`config.mk`:
```
export PLATFORM = sky130hd
export DESIGN_NAME = ffba_store
export DESIGN_NICKNAME = d
export VERILOG_FILES = /design/src/design/ffba_pkg.sv /design/src/design/ffba_store.sv
export SDC_FILE = /design/constraint.sdc
export NUM_CORES = 2
export LEC_CHECK = 0
export BUFFER_PORTS_ARGS = -buffer_cell sky130_fd_sc_hd__buf_2
export CORE_ASPECT_RATIO = 0.7
export CORE_MARGIN = 2
export CORE_UTILIZATION = 63
export CTS_BUF_LIST = sky130_fd_sc_hd__clkbuf_4 sky130_fd_sc_hd__clkbuf_8 sky130_fd_sc_hd__clkbuf_16
export CTS_CLUSTER_SIZE = 8
export DETAILED_ROUTE_END_ITERATION = 16
export PLACE_DENSITY = 0.79
export REMOVE_ABC_BUFFERS = 1
export SKIP_CTS_REPAIR_TIMING = 1
export SYNTH_ARGS = -nofsm -noshare
export SYNTH_HDL_FRONTEND = slang
export SYNTH_MEMORY_MAX_BITS = 65536
export SYNTH_SLANG_ARGS = --single-unit
```
`constraint.sdc`:
```
create_clock -name clk -period 3.4 [get_ports clk]
set_clock_uncertainty 0.2 [all_clocks]
set_input_delay 0.68 -clock clk [delete_from_list [all_inputs] [get_ports clk]]
set_output_delay 0.68 -clock clk [all_outputs]
set_load 0.1 [all_outputs]
```
`src/design/ffba_pkg.sv`:
```
package ffba_pkg;

    localparam int HEAP_BYTES   = 65536;
    localparam int MAX_BLOCKS   = 256;
    localparam int HEADER_BYTES = 8;

    localparam int ADDR_W   = 17;
    localparam int NEED_W   = ADDR_W + 1;
    localparam int IDX_W    = $clog2(MAX_BLOCKS);
    localparam int CNT_W    = $clog2(MAX_BLOCKS + 1);
    localparam int STATUS_W = 3;

    typedef enum logic
    {
        OP_ALLOC   = 1'b0,
        OP_RELEASE = 1'b1
    } op_t;

    typedef enum logic [STATUS_W-1:0]
    {
        ST_REUSED   = 3'd0,
        ST_EXTENDED = 3'd1,
        ST_RELEASED = 3'd2,
        ST_NOSPACE  = 3'd3,
        ST_BADREL   = 3'd4
    } status_t;

    // Write port of the block list store.
    typedef struct packed
    {
        logic              flag_en;
        logic              len_en;
        logic [IDX_W-1:0]  addr;
        logic              flag;
        logic [ADDR_W-1:0] len;
    } store_wr_t;

    typedef struct packed
    {
        logic [ADDR_W-1:0] addr;
        status_t           status;
    } result_t;

endpackage

```
`src/design/ffba_store.sv`:
```
module ffba_store
(
    input  logic                           clk,
    input  ffba_pkg::store_wr_t            wr,
    input  logic                           rd_en,
    input  logic [ffba_pkg::IDX_W-1:0]     rd_addr,
    output logic                           rd_flag,
    output logic [ffba_pkg::ADDR_W-1:0]    rd_len
);

    logic                        flag_mem [ffba_pkg::MAX_BLOCKS];
    logic [ffba_pkg::ADDR_W-1:0] len_mem  [ffba_pkg::MAX_BLOCKS];

    always_ff @(posedge clk)
    begin
        if (wr.flag_en)
        begin
            flag_mem[wr.addr] <= wr.flag;
        end
        if (wr.len_en)
        begin
            len_mem[wr.addr] <= wr.len;
        end
        if (rd_en)
        begin
            rd_flag <= flag_mem[rd_addr];
            rd_len  <= len_mem[rd_addr];
        end
    end

endmodule

```
==> impl_metrics.xml <==
<?xml version="1.0" encoding="UTF-8"?>
<metrics>
  <group name="status">
    <metric name="result_of_the_run" unit="">finished with violations</metric>
    <metric name="failed_checks" unit="">negative hold slack, negative setup slack</metric>
  </group>
  <group name="detailed_routing">
    <metric name="drt-initial-drc-count" unit="">19700</metric>
    <metric name="drt_pass1_iterations" unit="">10</metric>
    <metric name="totalWireLength" unit="µm">539000</metric>
    <metric name="detail_route.drc_violations" unit="">0</metric>
    <metric name="via_per_inst" unit="">7.40</metric>
    <metric name="final_antenna_net_count" unit="">0</metric>
    <metric name="dr_total_vias" unit="">101000</metric>
    <metric name="drt-wirelength-per-cell" unit="µm">39.7</metric>
  </group>
  <group name="worst_setup_path">
    <metric name="startpoint_type" unit="">input pin</metric>
    <metric name="timing.setup.critical_path_class" unit="">input pin to flip-flop</metric>
    <metric name="critPathCaptureType" unit="">flip-flop</metric>
    <metric name="cp_data_arrival_time" unit="ns">4.05</metric>
    <metric name="critical_path_required" unit="ns">4.02</metric>
    <metric name="crit_fanout" unit="">25</metric>
  </group>
  <group name="hold_path">
    <metric name="hp-class" unit="">input pin to flip-flop</metric>
  </group>
  <group name="layout">
    <metric name="layout_commonest_cell" unit="">edfxtp_1</metric>
    <metric name="commonest_cells_after_routing_fill_and_taps_aside" unit="">4626 x edfxtp_1, 990 x buf_4, 906 x mux4_2, 672 x clkbuf_16, 554 x mux2i_1</metric>
    <metric name="seqCellArea" unit="mm²">0.139</metric>
    <metric name="finish.utilization" unit="%">74.5</metric>
    <metric name="area_growth_syn_to_layout" unit="%">17.5</metric>
    <metric name="final_cell_count_no_fill" unit="">13600</metric>
    <metric name="multi_input_comb_area" unit="mm²">0.0367</metric>
    <metric name="post_route_cells_drive_above_1_share" unit="%">30.1</metric>
    <metric name="fillCellCount" unit="">14000</metric>
    <metric name="nNetsFinal" unit="">9759</metric>
  </group>
  <group name="power">
    <metric name="ir_worst_vdd" unit="mV">0.601</metric>
    <metric name="powerDensity" unit="mW/mm²">610</metric>
    <metric name="leakage" unit="nW">68.8</metric>
  </group>
  <group name="die">
    <metric name="full_die_area" unit="mm²">0.288</metric>
    <metric name="ios" unit="">56</metric>
    <metric name="die_h" unit="µm">450</metric>
    <metric name="width_of_the_die" unit="µm">641</metric>
    <metric name="floorplan.rows" unit="">163</metric>
    <metric name="core-area" unit="mm²">0.282</metric>
    <metric name="initial_core_util" unit="%">63.4</metric>
  </group>
  <group name="global_route">
    <metric name="grt_remaining_overflow" unit="">0</metric>
    <metric name="first_global_vias" unit="">101000</metric>
    <metric name="wire_length_of_the_first_global_routing_pass" unit="µm">759000</metric>
    <metric name="global_route.usage.total" unit="%">37.6</metric>
    <metric name="grt_antenna_before_repair" unit="">50</metric>
    <metric name="grt_start_max_net_pins" unit="">127</metric>
  </group>
  <group name="cts">
    <metric name="ctsHtreeMaxLevel" unit="">6</metric>
    <metric name="cts_buffer_depth" unit="">4</metric>
    <metric name="numCtsBuffers" unit="">652</metric>
    <metric name="tritoncts_clock_tree" unit="">built</metric>
    <metric name="cts.root.buffer_cell" unit="">clkbuf_16</metric>
    <metric name="clk_pin_slew_worst_paths" unit="ns">0.05</metric>
    <metric name="clk_latency" unit="ns">0.97</metric>
    <metric name="clock_sink_count" unit="">4626</metric>
  </group>
  <group name="yosys">
    <metric name="synth_seq_area_share" unit="%">77.7</metric>
    <metric name="main_combinational_cell_family_by_area_after_synthesis" unit="">multiplexers</metric>
    <metric name="ys_types" unit="">52</metric>
    <metric name="compound_gate_portion_of_the_synthesized_area" unit="%">3.96</metric>
    <metric name="post_synth_mux_area_share" unit="%">14.6</metric>
    <metric name="postSynthRegisterBits" unit="">4626</metric>
    <metric name="yosys.area_share.simple" unit="%">1.73</metric>
    <metric name="synth-xor-area-share" unit="%">0</metric>
    <metric name="post_synthesis_share_of_cell_area_spent_on_full_adders_half_adders_and_majority_gates" unit="%">0</metric>
    <metric name="netlist_instances" unit="">8338</metric>
    <metric name="synth_warnings" unit="">0</metric>
    <metric name="syn_area_per_cell" unit="µm²">21.4</metric>
    <metric name="synth.cell_area" unit="mm²">0.179</metric>
    <metric name="synth_edf_count" unit="">4626</metric>
    <metric name="synth_flop_cell" unit="">edfxtp_1</metric>
    <metric name="postSynth.asyncResetShare" unit="%">0</metric>
  </group>
  <group name="timing">
    <metric name="final.hold.worst_slack" unit="ns">-0.00261</metric>
    <metric name="rsz0062_at_grt" unit="">false</metric>
    <metric name="relSlewSlack" unit="%">27.3</metric>
    <metric name="number_of_hold_slack_violations_in_the_final_timing_report" unit="">2</metric>
    <metric name="final-setup-viol-count" unit="">2</metric>
    <metric name="fmaxAchievable" unit="GHz">0.292</metric>
    <metric name="tightest_slew" unit="ns">1.09</metric>
    <metric name="timing.final.max_slew_violations" unit="">0</metric>
    <metric name="period_needed" unit="ns">3.42</metric>
    <metric name="final_min_period_over_clock_period" unit="%">101</metric>
    <metric name="setup_ws" unit="ns">-0.0241</metric>
  </group>
  <group name="place">
    <metric name="globalplace.congestion" unit="">0.985</metric>
    <metric name="port_buffers" unit="">55</metric>
    <metric name="place_ws" unit="ns">-1.38</metric>
    <metric name="dp.cells" unit="">12900</metric>
    <metric name="place_hpwl" unit="µm">312000</metric>
  </group>
  <group name="flow_run">
    <metric name="max_cap_viol_count" unit="">0</metric>
  </group>
</metrics>
==> cells in the mapped netlist (all sizes together), types with 5 or more instances <==
cell type	number	area (µm²)
nand3	6	30.0
nor3b	5	37.5
buf	278	2510
nor2	538	2020
nand2	50	188
a221oi	52	499
o21ai	48	240
nor2b	10	62.6
edfxtp	4626	139000
o221ai	261	2290
o211ai	34	255
nor4	22	138
clkbuf	255	958
a211oi	27	203
a211o	5	43.8
o31ai	8	60.1
a21oi	170	851
a22oi	151	1130
o22ai	139	870
nand4	19	119
a22o	54	473
nor3	56	280
or4	9	67.6
o31a	9	78.8
mux2i	554	5550
mux4	915	20600
or3	5	31.3
==> critical path, cell delays in order <==
cell      delay (ns)
buf_16          0.21
buf_6           0.28
buf_12          0.27
buf_12          0.21
mux2i_1         0.10
o221ai_1        0.21
buf_4           0.17
a21oi_1         0.30
nor4_2          0.24
nand4_1         0.36
nor4_4          0.54
buf_4           0.19
o31a_1          0.13
==> final cells by class <==
type	count	area share [%]
sequential	4626	66.1
multi-input combinational	3175	17.5
clock buffer	674	8.01
timing repair buffer	1264	5.81
tap	3795	2.26
clock inverter	34	0.280
antenna	29	0.0345
inverter	2	0.00834
==> report_power, final <==
part	leakage (nW)	internal, mW	switching [mW]
Clock	8.55	34.7	23.2
Combinational	18.6	2.59	4.61
Sequential	41.6	63.0	0.101
==> sequential cells by signal (all words and copies together) (netlist names) <==
name / count
rd_len: 17
flag_mem: 256
len_mem: 4352
rd_flag: 1
==> stage by stage <==
step	cell area (µm²)	setup TNS (ns)	hold WS (ns)	total power [mW]
detailed placement	192000	-16.17	0.809	70.9
floorplan	175000	-63.56	0.579	66.6
global route	210000	0	0.00190	130
CTS	210000	-1.53	-0.155	128
global placement	192000	-17.26	0.821	70.7
finish	210000	-0.0393	-0.00261	128
==> cells by family after synthesis <==
| logic type | count (synthesis) |
|---|---|
| muxes | 1469 |
| and+or+nand+nor | 737 |
| buffers and inverters | 537 |
| DFF | 4626 |
| AOI/OAI and AO/OA | 969 |
==> per-layer routing <==
metal  vias to the layer above  wire length [µm]  GRT usage (%)
li1                      37800                 -              -
met1                     50900            176000           51.4
met2                     10200            237000           53.5
met3                      1703             96600           15.7
met4                        40             28800           17.1
met5                         -               545          0.733
==> path summary, 6_finish.rpt <==
path | start | to | slack [ns] | depth (start not counted)
max | rd_addr[0] | rd_len[9] | -0.02 | 13
min | wr[4] | len_mem[123][4] | -0.003 | 1
max reg2reg | len_mem[59][1] | rd_len[1] | 0.16 | 9
min reg2reg | flag_mem[159] | rd_flag | 0.81 | 4
Power figures use the tool's default switching activity.
