$ cat src/design/ffba_pkg.sv
package ffba_pkg;

    localparam int HEAP_BYTES   = 65536;
    localparam int MAX_BLOCKS   = 256;
    localparam int HEADER_BYTES = 8;

    localparam int ADDR_W   = 17;
    localparam int NEED_W   = ADDR_W + 1;
    localparam int IDX_W    = $clog2(MAX_BLOCKS);
    localparam int CNT_W    = $clog2(MAX_BLOCKS + 1);
    localparam int STATUS_W = 3;

    typedef enum logic
    {
        OP_ALLOC   = 1'b0,
        OP_RELEASE = 1'b1
    } op_t;

    typedef enum logic [STATUS_W-1:0]
    {
        ST_REUSED   = 3'd0,
        ST_EXTENDED = 3'd1,
        ST_RELEASED = 3'd2,
        ST_NOSPACE  = 3'd3,
        ST_BADREL   = 3'd4
    } status_t;

    // Write port of the block list store.
    typedef struct packed
    {
        logic              flag_en;
        logic              len_en;
        logic [IDX_W-1:0]  addr;
        logic              flag;
        logic [ADDR_W-1:0] len;
    } store_wr_t;

    typedef struct packed
    {
        logic [ADDR_W-1:0] addr;
        status_t           status;
    } result_t;

endpackage

$ cat src/design/ffba_ctrl.sv
module ffba_ctrl
(
    input  logic                           clk,
    input  logic                           rst_n,
    input  logic                           req_valid,
    output logic                           req_ready,
    input  ffba_pkg::op_t                  req_op,
    input  logic [ffba_pkg::ADDR_W-1:0]    req_bytes,
    input  logic [ffba_pkg::ADDR_W-1:0]    req_addr,
    output logic                           res_valid,
    input  logic                           res_ready,
    output ffba_pkg::result_t              res,
    output ffba_pkg::store_wr_t            wr,
    output logic                           rd_en,
    output logic [ffba_pkg::IDX_W-1:0]     rd_addr,
    input  logic                           rd_flag,
    input  logic [ffba_pkg::ADDR_W-1:0]    rd_len
);

    typedef enum logic [1:0]
    {
        S_IDLE,
        S_WALK,
        S_DECIDE,
        S_EMIT
    } state_t;

    localparam logic [ffba_pkg::NEED_W-1:0] HDR  = ffba_pkg::NEED_W'(ffba_pkg::HEADER_BYTES);
    localparam logic [ffba_pkg::NEED_W-1:0] HEAP = ffba_pkg::NEED_W'(ffba_pkg::HEAP_BYTES);
    localparam logic [ffba_pkg::CNT_W-1:0]  MAXB = ffba_pkg::CNT_W'(ffba_pkg::MAX_BLOCKS);

    state_t                        state_reg, state_next;
    ffba_pkg::op_t                 op_reg, op_next;
    logic [ffba_pkg::NEED_W-1:0]   key_reg, key_next;
    logic [ffba_pkg::NEED_W-1:0]   start_reg, start_next;
    logic [ffba_pkg::IDX_W-1:0]    idx_reg, idx_next;
    logic [ffba_pkg::CNT_W-1:0]    total_reg, total_next;
    logic [ffba_pkg::ADDR_W-1:0]   brk_reg, brk_next;
    ffba_pkg::result_t             res_reg, res_next;

    logic [ffba_pkg::NEED_W-1:0]   add_a, add_b, add_sum, base, user;
    logic [ffba_pkg::NEED_W-1:0]   room;
    logic [ffba_pkg::CNT_W-1:0]    idx_inc;
    logic                          hit, last, extend_ok;

    // One adder serves the running block start during the walk and the
    // new break when a block is appended.
    always_comb
    begin
        if (state_reg == S_DECIDE)
        begin
            add_a = {1'b0, brk_reg};
            add_b = key_reg;
            base  = {1'b0, brk_reg};
        end
        else
        begin
            add_a = start_reg;
            add_b = {1'b0, rd_len};
            base  = start_reg;
        end
    end

    assign add_sum   = add_a + add_b;
    assign user      = base + HDR;
    assign room      = HEAP - {1'b0, brk_reg};
    assign idx_inc   = {1'b0, idx_reg} + ffba_pkg::CNT_W'(1);
    assign last      = (idx_inc == total_reg);
    assign extend_ok = (total_reg < MAXB) && (key_reg <= room);
    assign hit       = (op_reg == ffba_pkg::OP_ALLOC) ? (rd_flag && ({1'b0, rd_len} >= key_reg))
                                                      : (user == key_reg);

    always_comb
    begin
        state_next = state_reg;
        op_next    = op_reg;
        key_next   = key_reg;
        start_next = start_reg;
        idx_next   = idx_reg;
        total_next = total_reg;
        brk_next   = brk_reg;
        res_next   = res_reg;
        wr         = '0;
        rd_en      = 1'b0;
        rd_addr    = '0;
        req_ready  = 1'b0;
        res_valid  = 1'b0;
        case (state_reg)
            S_IDLE:
            begin
                req_ready = 1'b1;
                if (req_valid)
                begin
                    op_next    = req_op;
                    key_next   = (req_op == ffba_pkg::OP_ALLOC) ? ({1'b0, req_bytes} + HDR)
                                                               : {1'b0, req_addr};
                    start_next = '0;
                    idx_next   = '0;
                    rd_en      = 1'b1;
                    state_next = (total_reg == '0) ? S_DECIDE : S_WALK;
                end
            end
            S_WALK:
            begin
                if (hit)
                begin
                    wr.flag_en = 1'b1;
                    wr.addr    = idx_reg;
                    if (op_reg == ffba_pkg::OP_ALLOC)
                    begin
                        wr.flag  = 1'b0;
                        res_next = '{addr: user[ffba_pkg::ADDR_W-1:0],
                                     status: ffba_pkg::ST_REUSED};
                    end
                    else
                    begin
                        wr.flag  = 1'b1;
                        res_next = '{addr: '0, status: ffba_pkg::ST_RELEASED};
                    end
                    state_next = S_EMIT;
                end
                else
                begin
                    start_next = add_sum;
                    idx_next   = idx_inc[ffba_pkg::IDX_W-1:0];
                    rd_en      = 1'b1;
                    rd_addr    = idx_inc[ffba_pkg::IDX_W-1:0];
                    if (last)
                    begin
                        state_next = S_DECIDE;
                    end
                end
            end
            S_DECIDE:
            begin
                if (op_reg == ffba_pkg::OP_RELEASE)
                begin
                    res_next = '{addr: '0, status: ffba_pkg::ST_BADREL};
                end
                else if (extend_ok)
                begin
                    wr.flag_en = 1'b1;
                    wr.len_en  = 1'b1;
                    wr.addr    = total_reg[ffba_pkg::IDX_W-1:0];
                    wr.flag    = 1'b0;
                    wr.len     = key_reg[ffba_pkg::ADDR_W-1:0];
                    total_next = total_reg + ffba_pkg::CNT_W'(1);
                    brk_next   = add_sum[ffba_pkg::ADDR_W-1:0];
                    res_next   = '{addr: user[ffba_pkg::ADDR_W-1:0],
                                   status: ffba_pkg::ST_EXTENDED};
                end
                else
                begin
                    res_next = '{addr: '0, status: ffba_pkg::ST_NOSPACE};
                end
                state_next = S_EMIT;
            end
            S_EMIT:
            begin
                res_valid = 1'b1;
                if (res_ready)
                begin
                    state_next = S_IDLE;
                end
            end
            default:
            begin
                state_next = S_IDLE;
            end
        endcase
    end

    always_ff @(posedge clk or negedge rst_n)
    begin
        if (!rst_n)
        begin
            state_reg <= S_IDLE;
            total_reg <= '0;
            brk_reg   <= '0;
        end
        else
        begin
            state_reg <= state_next;
            total_reg <= total_next;
            brk_reg   <= brk_next;
        end
    end

    always_ff @(posedge clk)
    begin
        op_reg    <= op_next;
        key_reg   <= key_next;
        start_reg <= start_next;
        idx_reg   <= idx_next;
        res_reg   <= res_next;
    end

    assign res = res_reg;

`ifndef SYNTHESIS
    a_total_bound: assert property (@(posedge clk) disable iff (!rst_n)
        total_reg <= MAXB)
        else $error("block count exceeds list depth");

    a_break_bound: assert property (@(posedge clk) disable iff (!rst_n)
        {1'b0, brk_reg} <= HEAP)
        else $error("heap break beyond heap end");

    a_extend_count: assert property (@(posedge clk) disable iff (!rst_n)
        wr.len_en |=> (total_reg == $past(total_reg) + ffba_pkg::CNT_W'(1)))
        else $error("append did not grow the block count");

    a_release_status: assert property (@(posedge clk) disable iff (!rst_n)
        res_valid && (op_reg == ffba_pkg::OP_RELEASE) |->
            (res.status == ffba_pkg::ST_RELEASED || res.status == ffba_pkg::ST_BADREL))
        else $error("release produced an allocate status");
`endif

endmodule

$ cat config.mk
export PLATFORM = sky130hd
export DESIGN_NAME = ffba_ctrl
export DESIGN_NICKNAME = d
export VERILOG_FILES = /design/src/design/ffba_pkg.sv /design/src/design/ffba_ctrl.sv
export SDC_FILE = /design/constraint.sdc
export NUM_CORES = 1
export LEC_CHECK = 0
export BUFFER_PORTS_ARGS = -buffer_cell sky130_fd_sc_hd__buf_2
export CORE_MARGIN = 5
export CORE_UTILIZATION = 53
export DETAILED_ROUTE_END_ITERATION = 8
export GPL_ROUTABILITY_DRIVEN = 1
export PLACE_DENSITY = 0.75
export SLEW_MARGIN = 20
export SYNTH_ARGS = -nofsm -noshare
export SYNTH_HDL_FRONTEND = slang
export SYNTH_SLANG_ARGS = --single-unit
$ cat constraint.sdc
create_clock -name clk -period 17.3 [get_ports clk]
set_clock_uncertainty 0.05 [all_clocks]
set_input_delay 1.73 -clock clk [delete_from_list [all_inputs] [get_ports clk]]
set_output_delay 1.73 -clock clk [all_outputs]
set_load 0.005 [all_outputs]
==> results of run 1 <==
[per-stage QoR]
step           utilization  hold WS [ns]
2_1_floorplan            -         0.460
3_3_place_gp         0.590         0.491
3_5_place_dp         0.590         0.495
4_1_cts              0.610         0.505
5_1_grt              0.610         0.540
6_report             0.610         0.506
[Yosys cell counts, drive strengths merged (3+ instances only)]
master,number,area share
a211oi,6,0.0058
a21o,12,0.012
a21oi,31,0.020
a222oi,3,0.0038
a22oi,3,0.0046
a31oi,7,0.0056
a32o,8,0.010
and2,27,0.022
and3,13,0.011
buf,9,0.0083
clkbuf,22,0.011
dfrtp,28,0.090
edfxtp,65,0.25
ha,62,0.099
inv,51,0.024
mux2,42,0.060
mux2i,17,0.022
nand2,55,0.027
nand2b,9,0.0072
nand3,27,0.018
nand3b,8,0.0077
nand4,17,0.014
nand4b,5,0.0064
nor2,61,0.030
nor2b,6,0.0048
nor3,43,0.028
nor3b,4,0.0038
nor4,7,0.0075
o2111ai,3,0.0034
o211ai,5,0.0048
o21a,7,0.0067
o21ai,38,0.024
o2bb2ai,3,0.0034
o31ai,4,0.0038
or3,5,0.0040
or4,3,0.0029
xnor2,52,0.058
xnor3,4,0.012
xor2,29,0.032
[power by group]
part | switching [mW] | leakage (nW) | internal, mW | total (mW)
Sequential | 0.111 | 0.978 | 0.373 | 0.484
Combinational | 0.637 | 2.72 | 0.449 | 1.09
Clock | 0.0901 | 0.150 | 0.117 | 0.207
Total | 0.838 | 3.85 | 0.938 | 1.78
[layout make-up]
type / count / area (µm²)
clock buffers: 11 / 243
clock inverters: 5 / 57.6
fillers: 1257 / 5640
inverters: 52 / 195
multi-input cells: 652 / 4850
flip-flops and latches: 93 / 2650
well taps: 184 / 230
repair buffers: 120 / 613
[cells by family after synthesis]
logic type | share of synthesized area
multiplexers | 0.0827
adder cells (fa/ha/maj) | 0.102
flip-flops | 0.339
AND/OR/NAND/NOR | 0.202
AO/OA/AOI/OAI | 0.128
XOR/XNOR | 0.102
buffers and inverters | 0.0440
[worst min-delay path by stage]
stage / endpoint / cells after the start
after floorplan: state_reg[0] / 1
after global placement: total_reg[8] / 1
after detailed placement: total_reg[8] / 1
after CTS: total_reg[8] / 1
after global routing: total_reg[8] / 1
final: total_reg[8] / 1
[routing by layer]
metal,GRT usage,up-vias,part of all wire
li1,-,3245,-
met1,0.374,3170,0.46
met2,0.361,345,0.43
met3,0.0470,40,0.090
met4,0.0720,0,0.022
met5,0,-,0
[worst register-to-register path, stage by stage, from the launching register on]
cell	delay (ns)
dfrtp_1	0.42
inv_1	0.10
ha_2	0.29
buf_4	0.60
mux2i_1	0.81
a211oi_1	0.11
o21ai_1	0.37
a2bb2oi_1	0.24
o2111ai_1	0.21
nor4_4	0.46
nor2_1	0.22
a21oi_2	0.84
==> reports/metrics.yaml, run 1 <==
global_routing:
  antenna_found_initial: 0
  grt_max_degree: 63
  grt_overflow: 0
  grt_pass1_wl_um: 34500
  grt_pass1_vias: 6351
  track_usage: 0.248
worst_setup_path:
  cp_top_family: "simple AND/OR/NAND/NOR gates"
  r2r-end: "res[12]"
  cp_common_cell: "nand2_1"
  crit_cells: 16
  required_ns: 15.52
  r2r-start: "state_reg[0]"
  worst-path-max-fanout: 18
  path_cells: "or4_1, nor4_1, nand2_1, nor2_1, nand2_1, xnor2_1, ha_1, a21o_1, a2111oi_0, o31a_1, o21ai_0, o21a_1, buf_4, nor3_1, a32o_1, buf_2"
  critical_path_buf_inv_count: 2
  cp_slowest_stage_delay_ns: 0.68
  cp-end-kind: "output pin"
  rrSetupSlack_ns: 12.20
  critPathLaunch: "brk_reg[2]"
  r2r_cells: 11
  critPathArrivalTime_ns: 5.19
  start_kind: "register"
  cp_slowest_cell: "nor3_1"
  crit_type: "register to output pin"
  endpoint: "wr[24]"
die:
  die_area_um2: 17300
  dieWidth_um: 131
  dieHeight_um: 131
  rows: 44
  ios: 116
  start_util: 0.540
  fp.coreArea_um2: 14500
place:
  preCtsSetupSlack_ns: 10.76
  dp_hpwl_um: 17200
  gp_congestion: 0.982
  place.port_buffers: 115
  dp.cells: 1101
  placedInstanceArea_um2: 8540
timing:
  finalWorstSetupSlack_ns: 10.33
  tightest_slew_ns: 1.12
  rsz0062_at_grt: "no"
  fmax_mhz: 143
  slew_headroom: 0.253
  min_period_over_period: 0.403
  tns_ns: 0
  drv_slew: 0
  setup_viol: 0
  fin_crit_ns: 6.97
  hold_violations: 0
worst_hold_path:
  min-delay-start: "total_reg[6]"
  hp-class: "register to register"
logic_synthesis:
  ys_seq_area_frac: 0.339
  synth_nets: 948
  synth-main-ff-cell: "edfxtp_1"
  netlist_area_um2: 7820
  ys_warn_count: 0
  synth-seq-cells: 93
  ys_async_sr_fraction: 0.301
  synthDistinctLibCells: 80
  synthCells: 828
  syn_avg_cell_area_um2: 9.45
  synth_edf_count: 65
final_layout:
  layout.cells.non_filler: 1117
  largest_reg_flops: 20
  final_cell_mix: "buf_2 (115), edfxtp_1 (65), ha_1 (61)"
  layout.nets: 1048
  final_common_cell: "buf_2"
  syn_to_final_growth_pct: 13.0
  final_area_um2: 8840
  insertedDiodeCount: 0
  drive_gt1_frac: 0.209
routing:
  wire_per_inst_um: 19.6
  postRouteAntennaNets: 0
  drt-initial-drc-count: 915
  vias_per_cell: 6.09
  drt-total-wl_um: 21900
  drc: 0
  vias: 6800
  firstDrtPassIters: 5
pwr:
  p_leak_nw: 3.85
  ir_drop_uv: 82.4
  power.total_mw: 1.78
  power.density_nw_per_um2: 201
cts:
  cts-root-buf: "clkbuf_16"
  insertion_delay_ns: 0.36
  cts_max_path_buffers: 2
  cts_setup_buffers: 0
  clkSinkCount: 93
  clk_pin_slew_ns: 0.07
  cts_tree: "built"
  hold_buffers: 0
  numCtsBuffers: 9
  cts_resized: 0
  htree_levels: 3
run:
  maxCapViolations: 0
status:
  status: "finished clean"
Note: power is estimated with default switching activity, not from simulation.
==> inputs of run 2 (changes only) <==
--- a/config.mk
+++ b/config.mk
@@ -10,7 +10,7 @@
 export CORE_UTILIZATION = 53
 export DETAILED_ROUTE_END_ITERATION = 8
 export GPL_ROUTABILITY_DRIVEN = 1
-export PLACE_DENSITY = 0.75
+export PLACE_DENSITY = 0.78
 export SLEW_MARGIN = 20
 export SYNTH_ARGS = -nofsm -noshare
 export SYNTH_HDL_FRONTEND = slang
==> constraint.sdc (replaced) <==
create_clock -name clk -period 6.08 [get_ports clk]
set_clock_uncertainty 0.05 [all_clocks]
set_input_delay 0.608 -clock clk [delete_from_list [all_inputs] [get_ports clk]]
set_output_delay 0.608 -clock clk [all_outputs]
set_load 0.005 [all_outputs]
==> run 2 against run 1 <==
  * Clock power grew to 2.9 times the previous value
  * Die area is the same
  * Global-route usage is essentially flat
  * Wire length is essentially flat
  * Sequential share of layout area shrank 0.10 points
  * Register-to-register slack lost 11 ns
  * Sequential power grew to 2.9 times the previous value
  * Critical endpoint is now wr[17]
  * Combinational power grew to 2.8 times the previous value
  * Core utilization grew 0.21 points
  * Count of clock-buffer cells in the layout is the same
  * Non-clock buffer count grew 4
==> reports/metrics.yaml, run 2 (synthesis gave the netlist of run 1 again) <==
place:
  placedInstanceArea_um2: 8560  # +0.26%
  place.port_buffers: 115  # unchanged
  preCtsSetupSlack_ns: 1.15  # -9.61 ns
  dp.cells: 1105  # +0.36%
  gp_congestion: 0.992  # +0.98%
  dp_hpwl_um: 17200  # about the same
routing:
  postRouteAntennaNets: 0  # unchanged
  vias_per_cell: 6.06  # -0.42%
  wire_per_inst_um: 19.5  # -0.33%
  drt-initial-drc-count: 685  # -25%
  drc: 0  # unchanged
  drt-total-wl_um: 21900  # about the same
  vias: 6796  # -0.059%
  firstDrtPassIters: 7  # +2
global_routing:
  grt_max_degree: 47  # -25%
  grt_pass1_vias: 6489  # +2.2%
  track_usage: 0.248  # +0.000362
  grt_overflow: 0  # unchanged
  grt_pass1_wl_um: 34800  # +0.94%
  antenna_found_initial: 0  # unchanged
timing:
  min_period_over_period: 0.891
  tightest_slew_ns: 1.05  # -0.0705 ns
  fin_crit_ns: 5.42
  slew_headroom: 0.300  # +0.0478
  rsz0062_at_grt: "no"
  drv_slew: 0  # unchanged
  finalWorstSetupSlack_ns: 0.662  # -9.67 ns
  hold_violations: 0  # unchanged
  setup_viol: 0  # unchanged
  tns_ns: 0  # unchanged
  fmax_mhz: 185
worst_setup_path:
  r2r-end: "brk_reg[9]"
  cp_slowest_stage_delay_ns: 0.58  # -0.10 ns
  r2r-start: "brk_reg[2]"
  worst-path-max-fanout: 46  # +28
  r2r_cells: 16  # +5
  critPathArrivalTime_ns: 4.76  # -0.43 ns
  cp-end-kind: "output pin"
  cp_common_cell: "buf_4"
  rrSetupSlack_ns: 1.18  # -11.02 ns
  path_cells: "inv_1, ha_2, buf_4, nand4_1, a222oi_1, buf_4, mux2i_1, nand2_1, a2111oi_0, o2111ai_1, or4_1, nor3_2, buf_2"
  start_kind: "register"
  crit_type: "register to output pin"
  required_ns: 5.42  # -10.10 ns
  cp_slowest_cell: "buf_4"
pwr:
  power.density_nw_per_um2: 572  # +180%
  power.total_mw: 5.07  # +190%
  ir_drop_uv: 213  # +160%
  p_leak_nw: 3.87  # +0.58%
cts:
  clk_pin_slew_ns: 0.07  # about the same
  insertion_delay_ns: 0.36  # about the same
  cts_max_path_buffers: 2  # unchanged
  cts_resized: 0  # unchanged
  htree_levels: 3  # unchanged
  cts-root-buf: "clkbuf_16"
  clkSinkCount: 93  # unchanged
  cts_setup_buffers: 0  # unchanged
  cts_tree: "built"
  hold_buffers: 0  # unchanged
  numCtsBuffers: 9  # unchanged
die:
  dieWidth_um: 131  # unchanged
  rows: 44  # unchanged
  die_area_um2: 17300  # unchanged
  ios: 116  # unchanged
  start_util: 0.540  # unchanged
  dieHeight_um: 131  # unchanged
  fp.coreArea_um2: 14500  # unchanged
final_layout:
  final_area_um2: 8870  # +0.34%
  final_cell_mix: "buf_2 (115), edfxtp_1 (65), ha_1 (61)"
  syn_to_final_growth_pct: 13.4
  final_common_cell: "buf_2"
  layout.cells.non_filler: 1121  # +0.36%
  drive_gt1_frac: 0.211  # +0.00231
  insertedDiodeCount: 0  # unchanged
  layout.nets: 1052  # +0.38%
  largest_reg_flops: 20  # unchanged
worst_hold_path:
  hp-class: "input port to asynchronous set/reset pin"
run:
  maxCapViolations: 0  # unchanged
status:
  status: "finished clean"
[run 2: worst max-delay path: cells and delay by family (launching register included)]
| family | cells | cell delay (ns) |
|---|---|---|
| buf+inv | 4 | 1.08 |
| simple gates | 4 | 1.07 |
| compound gates | 3 | 0.95 |
| fa+ha+maj | 1 | 0.52 |
| flops | 1 | 0.43 |
| mux | 1 | 0.34 |
[run 2: worst max path at each step]
| stage | slack (ns) | cells after the start | end | start |
|---|---|---|---|---|
| 2_1_floorplan | 0.58 | 18 | idx_reg[0] | state_reg[0] |
| 3_3_place_gp | 1.03 | 13 | wr[17] | state_reg[0] |
| 3_5_place_dp | 1.15 | 13 | wr[17] | state_reg[0] |
| 4_1_cts | 0.76 | 13 | wr[17] | state_reg[0] |
| 5_1_grt | 0.33 | 15 | wr[24] | brk_reg[2] |
| 6_report | 0.66 | 13 | wr[17] | state_reg[0] |
[run 2: report_power, final]
group	switching, mW	internal, mW	leakage [nW]
clock network	0.240	0.358	0.153
logic	1.81	1.29	2.74
registers	0.319	1.06	0.978
[run 2: layer usage]
layer | global-route usage | part of all wire
met1 | 0.349 | 0.45
met5 | 0 | 0
met2 | 0.394 | 0.45
met3 | 0.0485 | 0.087
met4 | 0.0651 | 0.017
[run 2: cell type report]
type	count	area [µm²]
sequential	93	2650
timing repair buffer	124	643
tap	184	230
multi-input combinational	652	4840
fill	1254	5610
clock inverter	5	75.1
clock buffer	11	233
inverter	52	195
[run 2: per-stage QoR]
stage                util  hold WS [ns]
global placement    0.591         0.500
detailed placement  0.591         0.512
floorplan               -         0.262
global route        0.612         0.315
finish              0.612         0.244
CTS                 0.612         0.292
